--- src/sv/dlmc_pkg.sv ---
// Shared types, constants and encode helpers for the device lifecycle mode controller.
package dlmc_pkg;

  // Highest legal service procedure is PROCEDURE_COUNT - 1 (range 2..16)
  localparam int unsigned PROCEDURE_COUNT = 8;

  localparam int unsigned IN_TDATA_W  = 16;
  localparam int unsigned OUT_TDATA_W = 16;

  typedef enum logic [3:0] {
    CMD_BOOT_DONE    = 4'd0,
    CMD_MOTOR        = 4'd1,
    CMD_SERVICE      = 4'd2,
    CMD_STANDBY      = 4'd3,
    CMD_RUN          = 4'd4,
    CMD_VERIFY       = 4'd5,
    CMD_COMPLETE     = 4'd6,
    CMD_FAIL         = 4'd7,
    CMD_CANCEL       = 4'd8,
    CMD_UPDATE       = 4'd9,
    CMD_ABORT_UPDATE = 4'd10,
    CMD_FAULT        = 4'd11,
    CMD_CLEAR_FAULT  = 4'd12
  } cmd_t;

  // Device mode state register, one-hot
  typedef enum logic [5:0] {
    MODE_BOOTING   = 6'b000001,
    MODE_STANDBY   = 6'b000010,
    MODE_ACTIVE    = 6'b000100,
    MODE_SERVICING = 6'b001000,
    MODE_UPDATING  = 6'b010000,
    MODE_FAULTED   = 6'b100000
  } mode_t;

  // Dense codes reported on the result beat
  localparam logic [2:0] MODE_CODE_BOOTING   = 3'd0;
  localparam logic [2:0] MODE_CODE_STANDBY   = 3'd1;
  localparam logic [2:0] MODE_CODE_ACTIVE    = 3'd2;
  localparam logic [2:0] MODE_CODE_SERVICING = 3'd3;
  localparam logic [2:0] MODE_CODE_UPDATING  = 3'd4;
  localparam logic [2:0] MODE_CODE_FAULTED   = 3'd5;

  typedef enum logic [2:0] {
    PH_IDLE      = 3'd0,
    PH_PRECHECK  = 3'd1,
    PH_RUNNING   = 3'd2,
    PH_VERIFYING = 3'd3,
    PH_COMPLETED = 3'd4,
    PH_FAILED    = 3'd5,
    PH_CANCELLED = 3'd6
  } phase_t;

  localparam logic [3:0] MOTOR_NONE   = 4'd0;
  localparam logic [3:0] SERVICE_NONE = 4'd0;

  typedef struct packed {
    mode_t      mode;
    logic [3:0] motor;
    logic [3:0] service;
    phase_t     phase;
  } dev_state_t;

  typedef struct packed {
    cmd_t       command;
    logic [3:0] motor_mode_request;
    logic [3:0] procedure_request;
    logic       faults_cleared;
  } cmd_beat_t;

  function automatic logic [2:0] mode_code(input mode_t mode);
    logic [2:0] code;
    unique case (mode)
      MODE_BOOTING:   code = MODE_CODE_BOOTING;
      MODE_STANDBY:   code = MODE_CODE_STANDBY;
      MODE_ACTIVE:    code = MODE_CODE_ACTIVE;
      MODE_SERVICING: code = MODE_CODE_SERVICING;
      MODE_UPDATING:  code = MODE_CODE_UPDATING;
      MODE_FAULTED:   code = MODE_CODE_FAULTED;
      default:        code = MODE_CODE_BOOTING;
    endcase
    return code;
  endfunction

endpackage

--- src/sv/dlmc_next.sv ---
// Guarded transition logic: next device state and accept flag for one command.
module dlmc_next (
  input  dlmc_pkg::dev_state_t state,
  input  dlmc_pkg::cmd_beat_t  beat,
  output dlmc_pkg::dev_state_t state_next,
  output logic                 accepted
);

  logic in_standby;
  logic in_active;
  logic in_servicing;
  logic in_updating;
  logic in_faulted;
  logic in_booting;
  logic proc_ok;

  assign in_booting   = (state.mode == dlmc_pkg::MODE_BOOTING);
  assign in_standby   = (state.mode == dlmc_pkg::MODE_STANDBY);
  assign in_active    = (state.mode == dlmc_pkg::MODE_ACTIVE);
  assign in_servicing = (state.mode == dlmc_pkg::MODE_SERVICING);
  assign in_updating  = (state.mode == dlmc_pkg::MODE_UPDATING);
  assign in_faulted   = (state.mode == dlmc_pkg::MODE_FAULTED);

  // widen by one bit so a count of 16 still compares correctly
  assign proc_ok = (beat.procedure_request != dlmc_pkg::SERVICE_NONE) &&
                   ({1'b0, beat.procedure_request} < 5'(dlmc_pkg::PROCEDURE_COUNT));

  always_comb begin
    state_next = state;
    accepted   = 1'b0;
    unique case (beat.command)
      dlmc_pkg::CMD_BOOT_DONE: begin
        if (in_booting) begin
          state_next.mode = dlmc_pkg::MODE_STANDBY;
          accepted        = 1'b1;
        end
      end
      dlmc_pkg::CMD_MOTOR: begin
        if ((beat.motor_mode_request != dlmc_pkg::MOTOR_NONE) && (in_standby || in_active)) begin
          state_next = '{dlmc_pkg::MODE_ACTIVE, beat.motor_mode_request,
                         dlmc_pkg::SERVICE_NONE, dlmc_pkg::PH_IDLE};
          accepted   = 1'b1;
        end
      end
      dlmc_pkg::CMD_SERVICE: begin
        if (proc_ok && (in_standby || in_servicing)) begin
          state_next = '{dlmc_pkg::MODE_SERVICING, dlmc_pkg::MOTOR_NONE,
                         beat.procedure_request, dlmc_pkg::PH_PRECHECK};
          accepted   = 1'b1;
        end
      end
      dlmc_pkg::CMD_STANDBY: begin
        if (!in_booting && !in_faulted && !in_updating) begin
          state_next = '{dlmc_pkg::MODE_STANDBY, dlmc_pkg::MOTOR_NONE,
                         dlmc_pkg::SERVICE_NONE, dlmc_pkg::PH_IDLE};
          accepted   = 1'b1;
        end
      end
      dlmc_pkg::CMD_RUN: begin
        if (in_servicing && (state.phase == dlmc_pkg::PH_PRECHECK)) begin
          state_next.phase = dlmc_pkg::PH_RUNNING;
          accepted         = 1'b1;
        end
      end
      dlmc_pkg::CMD_VERIFY: begin
        if (in_servicing && (state.phase == dlmc_pkg::PH_RUNNING)) begin
          state_next.phase = dlmc_pkg::PH_VERIFYING;
          accepted         = 1'b1;
        end
      end
      dlmc_pkg::CMD_COMPLETE: begin
        if (in_servicing && (state.phase == dlmc_pkg::PH_VERIFYING)) begin
          state_next.phase = dlmc_pkg::PH_COMPLETED;
          accepted         = 1'b1;
        end
      end
      dlmc_pkg::CMD_FAIL: begin
        if (in_servicing) begin
          state_next.phase = dlmc_pkg::PH_FAILED;
          accepted         = 1'b1;
        end
      end
      dlmc_pkg::CMD_CANCEL: begin
        if (in_servicing) begin
          state_next.phase = dlmc_pkg::PH_CANCELLED;
          accepted         = 1'b1;
        end
      end
      dlmc_pkg::CMD_UPDATE: begin
        if (in_standby) begin
          state_next = '{dlmc_pkg::MODE_UPDATING, dlmc_pkg::MOTOR_NONE,
                         dlmc_pkg::SERVICE_NONE, dlmc_pkg::PH_IDLE};
          accepted   = 1'b1;
        end
      end
      dlmc_pkg::CMD_ABORT_UPDATE: begin
        if (in_updating) begin
          state_next = '{dlmc_pkg::MODE_STANDBY, dlmc_pkg::MOTOR_NONE,
                         dlmc_pkg::SERVICE_NONE, dlmc_pkg::PH_IDLE};
          accepted   = 1'b1;
        end
      end
      dlmc_pkg::CMD_FAULT: begin
        state_next = '{dlmc_pkg::MODE_FAULTED, dlmc_pkg::MOTOR_NONE,
                       dlmc_pkg::SERVICE_NONE, dlmc_pkg::PH_FAILED};
        accepted   = 1'b1;
      end
      dlmc_pkg::CMD_CLEAR_FAULT: begin
        // motor mode and procedure are kept as they are
        if (beat.faults_cleared && in_faulted) begin
          state_next.mode  = dlmc_pkg::MODE_STANDBY;
          state_next.phase = dlmc_pkg::PH_IDLE;
          accepted         = 1'b1;
        end
      end
      default: begin
        // unused command codes: reject, hold state
      end
    endcase
  end

endmodule

--- src/sv/device_lifecycle_mode_controller.sv ---
// Top level: command input register, guarded mode update and result register.
// A command beat is captured in the input register, passes through the guarded
// transition logic and is registered as a result beat in the result register.
// Throughput: one command per cycle while the result side keeps up; the input and
// result registers sit on either side of the transition logic, so both stream freely.
// Back-pressure on the result side stalls the input register only when both are full.
// Reset (rst, synchronous, active high): booting, no motor mode, no procedure,
// phase idle; both registers empty.
module device_lifecycle_mode_controller (
  input  logic                              clk,
  input  logic                              rst,
  // command beats
  input  logic                              s_axis_tvalid,
  output logic                              s_axis_tready,
  // [3:0] command, [7:4] motor_mode_request, [11:8] procedure_request,
  // [12] faults_cleared, [15:13] zero
  input  logic [dlmc_pkg::IN_TDATA_W-1:0]  s_axis_tdata,
  // result beats
  output logic                              m_axis_tvalid,
  input  logic                              m_axis_tready,
  // [0] accepted, [3:1] device_mode, [7:4] motor_mode, [11:8] service_selected,
  // [14:12] phase, [15] zero
  output logic [dlmc_pkg::OUT_TDATA_W-1:0] m_axis_tdata
);

  // input register
  logic                in_valid;
  dlmc_pkg::cmd_beat_t in_beat;

  // device state
  dlmc_pkg::dev_state_t state;
  dlmc_pkg::dev_state_t state_next;
  logic                 accepted_next;

  // result register
  logic                             out_valid;
  logic [dlmc_pkg::OUT_TDATA_W-1:0] out_data;

  logic advance;   // input register hands its beat on to the result register
  logic take_in;

  assign advance       = in_valid && (!out_valid || m_axis_tready);
  assign s_axis_tready = !in_valid || advance;
  assign take_in       = s_axis_tvalid && s_axis_tready;

  // Capture the command beat; drop the valid when it moves on with nothing behind it
  always_ff @(posedge clk) begin
    if (rst) begin
      in_valid <= 1'b0;
    end else if (take_in) begin
      in_valid <= 1'b1;
    end else if (advance) begin
      in_valid <= 1'b0;
    end
  end

  always_ff @(posedge clk) begin
    if (take_in) begin
      in_beat.command            <= dlmc_pkg::cmd_t'(s_axis_tdata[3:0]);
      in_beat.motor_mode_request <= s_axis_tdata[7:4];
      in_beat.procedure_request  <= s_axis_tdata[11:8];
      in_beat.faults_cleared     <= s_axis_tdata[12];
    end
  end

  dlmc_next u_next (
    .state      (state),
    .beat       (in_beat),
    .state_next (state_next),
    .accepted   (accepted_next)
  );

  // Commit the transition only when the result has somewhere to go
  always_ff @(posedge clk) begin
    if (rst) begin
      state <= '{dlmc_pkg::MODE_BOOTING, dlmc_pkg::MOTOR_NONE,
                 dlmc_pkg::SERVICE_NONE, dlmc_pkg::PH_IDLE};
    end else if (advance) begin
      state <= state_next;
    end
  end

  // Result register: hold while the downstream stalls
  always_ff @(posedge clk) begin
    if (rst) begin
      out_valid <= 1'b0;
    end else if (advance) begin
      out_valid <= 1'b1;
    end else if (m_axis_tready) begin
      out_valid <= 1'b0;
    end
  end

  always_ff @(posedge clk) begin
    if (advance) begin
      out_data <= {1'b0, state_next.phase, state_next.service, state_next.motor,
                   dlmc_pkg::mode_code(state_next.mode), accepted_next};
    end
  end

  assign m_axis_tvalid = out_valid;
  assign m_axis_tdata  = out_data;

endmodule
--- config.mk ---
export PLATFORM = sky130hd
export DESIGN_NAME = device_lifecycle_mode_controller
export DESIGN_NICKNAME = d
export VERILOG_FILES = /design/src/sv/dlmc_pkg.sv /design/src/sv/dlmc_next.sv /design/src/sv/device_lifecycle_mode_controller.sv
export SDC_FILE = /design/constraint.sdc
export NUM_CORES = 1
export LEC_CHECK = 0
export BUFFER_PORTS_ARGS = -buffer_cell sky130_fd_sc_hd__buf_2
export CAP_MARGIN = 40
export CORE_UTILIZATION = 52
export CTS_CLUSTER_SIZE = 16
export DETAILED_ROUTE_END_ITERATION = 10
export GPL_ROUTABILITY_DRIVEN = 1
export PLACE_DENSITY = 0.74
export SETUP_SLACK_MARGIN = 0.05
export SYNTH_ARGS = -nofsm -noshare
export SYNTH_HDL_FRONTEND = slang
export SYNTH_SLANG_ARGS = --single-unit
export TNS_END_PERCENT = 20
--- constraint.sdc ---
create_clock -name clk -period 2.5 [get_ports clk]
set_input_delay 0.25 -clock clk [delete_from_list [all_inputs] [get_ports clk]]
set_output_delay 0.25 -clock clk [all_outputs]
set_load 0.05 [all_outputs]
==> tab_implementation.tex <==
\begin{tabular}{lr}
\hline
Metric & Value \\
\hline
\multicolumn{2}{l}{\textbf{Synth}} \\
Most common cell in the netlist & nor2\_1 \\
Flip-flop cell with the highest count after synthesis & edfxtp\_1 \\
Number of warnings issued by yosys & 0 \\
Number of cells produced by synthesis & 312 \\
Number of register bits inferred by synthesis & 47 \\
Average footprint of a synthesized cell & 8.91 sq um \\
Syn nets & 332 \\
Synthesized cell area & 2780 sq um \\
Async S/R FF share, synth & 0\% \\
Main area contributors after synthesis & edfxtp\_1, dfxtp\_1, nor2\_1 \\
Synth area leader & edfxtp\_1 \\
EDFF count, synth & 28 \\
Post-synthesis cell type count & 64 \\
Share of the synthesized area in the top cell type & 30.3\% \\
Fraction of the yosys area taken by sequential cells & 43.9\% \\
Most used standard cells in the synthesized netlist & nor2\_1, edfxtp\_1, nand2\_1 \\
\multicolumn{2}{l}{\textbf{Layout}} \\
Cell Count, Final, Fillers Out & 432 \\
Proportion of layout cells with a drive suffix above 1 & 26.2\% \\
Area overhead of the layout relative to synthesis & 20.1\% \\
Antenna fix cells & 0 \\
Core Util, Final & 64.9\% \\
Final Net Count & 381 \\
\multicolumn{2}{l}{\textbf{GRT}} \\
Maximum number of pins on one net before global-route repair & 24 \\
Global-route wire length before repair & 10,800 um \\
Number of global-route vias before repair & 2,288 \\
Met2 track demand over resource in global routing & 39.9\% \\
GRT Resource Usage Total & 25.6\% \\
Global routing met3 resource utilization & 4.82\% \\
Gr busiest metal & met2 \\
GRT met1 Usage & 34.4\% \\
Number of antenna violations at the first check in global routing & 0 \\
Overflow after GRT & 0 \\
\multicolumn{2}{l}{\textbf{Critical path}} \\
Critical path startpoint & state[11] \\
End of the worst register-to-register path & m\_axis\_tdata[1] \\
Worst-case register-to-register setup slack & 0.06 ns \\
Endpoint class of the critical path & flop \\
Element type at the critical path start & flop \\
Kind of critical path & reg -> reg \\
Highest net fanout along the worst path & 6 \\
Data required time at the worst endpoint & 2.64 ns \\
Endpoint arrival time on the critical path & 2.58 ns \\
Worst r2r src & state[11] \\
Worst R2R Path Depth & 6 \\
\multicolumn{2}{l}{\textbf{Placed design}} \\
Buffers added on ports & 33 \\
Post-Place Cells & 421 \\
Final weighted congestion in routability-driven placement & 0.920 \\
Hpwl dp & 5010 um \\
\multicolumn{2}{l}{\textbf{Timing}} \\
Worst slew pin tran & 0.758 ns \\
F\_max & 0.410 GHz \\
Final setup vio count & 0 \\
Slew Viols, Final & 0 \\
Final worst path period share & 97.6\% \\
RSZ-0062 raised after global routing & true \\
Skew final & 0.00610 ns \\
Final min period & 2.44 ns \\
Headroom to the max-slew limit & 49.0\% \\
Final hold violation count & 0 \\
\multicolumn{2}{l}{\textbf{Clocking}} \\
Maximum count of clock buffers along a single path & 2 \\
CTS Hold Bufs & 0 \\
CTS root buf & clkbuf\_8 \\
CTS Buf Count & 5 \\
Number of H-tree levels & 2 \\
Clock tree from TritonCTS & yes \\
Sinks on the clock net & 47 \\
Clock-pin slew of the registers on the worst-case setup and hold paths & 0.09 ns \\
Insertion delay of the later-clocked pin in the worst-skew pair & 0.30 ns \\
\multicolumn{2}{l}{\textbf{Drt}} \\
Post-Route WL & 7230 um \\
Number of nets with antenna violations after detailed routing & 0 \\
Routed wire per std cell & 16.7 um \\
Residual DRC count & 0 \\
DRC marker count from the first detailed-route iteration & 183 \\
Detail-routed via count per cell & 6.11 \\
Total via count after detailed routing & 2,640 \\
First-pass iteration count of the detailed router & 5 \\
\multicolumn{2}{l}{\textbf{Hold path}} \\
Class of the worst hold path & in -> reg \\
Endpoint of the worst hold path & in\_beat[5] \\
Worst min-delay path startpoint & s\_axis\_tdata[4] \\
Number of cells traversed by the worst hold path & 1 \\
\multicolumn{2}{l}{\textbf{Floorplan}} \\
Chip Height & 75.1 um \\
Std-Cell Core Area & 5140 sq um \\
Initial Util & 54.1\% \\
FP Rows & 26 \\
Width of the chip & 75.1 um \\
Full die area & 5640 sq um \\
I/O pin cnt & 38 \\
\multicolumn{2}{l}{\textbf{Power}} \\
Total power per unit cell area & 508 nW/um\^{}2 \\
Worst vdd rail ir drop & 321 uV \\
Static Leak & 1.25 nW \\
\multicolumn{2}{l}{\textbf{Run status}} \\
Result of the run & finished, final reports clean \\
\multicolumn{2}{l}{\textbf{Job}} \\
Max-cap violation count & 0 \\
\hline
\end{tabular}
## cell usage in the layout, fill, tap and decap left out, types with 3 or more instances in the layout
cell / Yosys / final
nand3_1: 12 / 11
o31ai_1: 7 / 7
nand3b_1: 4 / 4
a211oi_1: 4 / 3
nand2b_1: 5 / 5
o21ai_1: 14 / 13
nand2_1: 27 / 27
buf_2: 4 / 33
dfxtp_1: 19 / 17
edfxtp_1: 28 / 28
clkbuf_8: 0 / 6
a311oi_1: 3 / 3
or4_4: 1 / 3
a21oi_1: 21 / 21
a21o_1: 4 / 4
o21ai_0: 7 / 7
nor2b_1: 6 / 6
nor2_1: 31 / 31
nor4_2: 0 / 3
buf_4: 1 / 33
o21a_1: 3 / 3
and3_1: 3 / 3
and2_1: 5 / 5
a22o_1: 4 / 4
nor3_1: 12 / 11
nor3b_1: 3 / 3
nand4_1: 5 / 5
a31oi_1: 3 / 3
inv_1: 9 / 9
nor4_1: 7 / 4
## how the worst max path moves through the flow
stage,endpoint,depth (start not counted)
6_report,m_axis_tdata[1],6
5_1_grt,m_axis_tdata[1],6
4_1_cts,m_axis_tdata[2],7
3_5_place_dp,m_axis_tdata[1],7
3_3_place_gp,m_axis_tdata[1],6
2_1_floorplan,m_axis_tdata[10],7
## where the power goes
group          internal (mW)  switching (mW)  total [mW]
clock network          0.226           0.271       0.497
logic                  0.115           0.219       0.334
registers              0.851          0.0147       0.866
## final cells by class
class	instances	area, sq um
Inverter	9	33.8
Clock inverter	2	16.3
Multi-Input combinational cell	232	1480
Tap cell	70	87.6
Fill cell	465	1800
Sequential cell	47	1220
Clock buffer	6	82.6
Timing Repair Buffer	66	413
## timing repair
action	4_1_cts	5_1_grt
endpoints found under the setup margin	2	16
setup buffers	0	3
pin swaps	7	5
gates resized for setup	5	10
## critical path: stages (launching register included)
cell and delay [ns]:
dfxtp_2 0.33, or4_4 0.57, or4_4 0.50, a32oi_1 0.21, a41o_2 0.30, nand3_2 0.09
a311oi_2 0.27
## sequential cells by signal, indices dropped and copies added (netlist names)
name,flops
in_beat,13
m_axis_tvalid,1
in_valid,1
m_axis_tdata,15
state,17
## per-stage QoR
stage	hold slack [ns]	power (mW)	instance area [sq um]	setup slack [ns]	TNS, ns
finish	0.116	1.70	3340	0.0592	0
global route	0.106	1.76	3340	-0.0357	-0.0454
CTS	0.109	1.69	3260	0.0498	0
detailed placement	0.428	1.19	3150	0.0164	0
global placement	0.426	1.19	3150	0.0607	0
floorplan	0.349	1.10	2780	0.0907	0
## kinds of logic after synthesis
family | count (synthesis) | synth area share [%]
AND/OR/NAND/NOR | 130 | 24.0
XOR/XNOR | 3 | 0.946
other | 1 | 0.135
flip-flops | 47 | 43.9
AO/OA/AOI/OAI | 98 | 25.9
buffers and inverters | 33 | 5.04
## metal layers
| metal | vias up | wire length [um] |
|---|---|---|
| li1 | 1283 | - |
| met1 | 1242 | 3330 |
| met2 | 98 | 3390 |
| met3 | 17 | 355 |
| met4 | 0 | 153 |
| met5 | - | 0 |
Note: power is estimated with default switching activity, not from simulation.
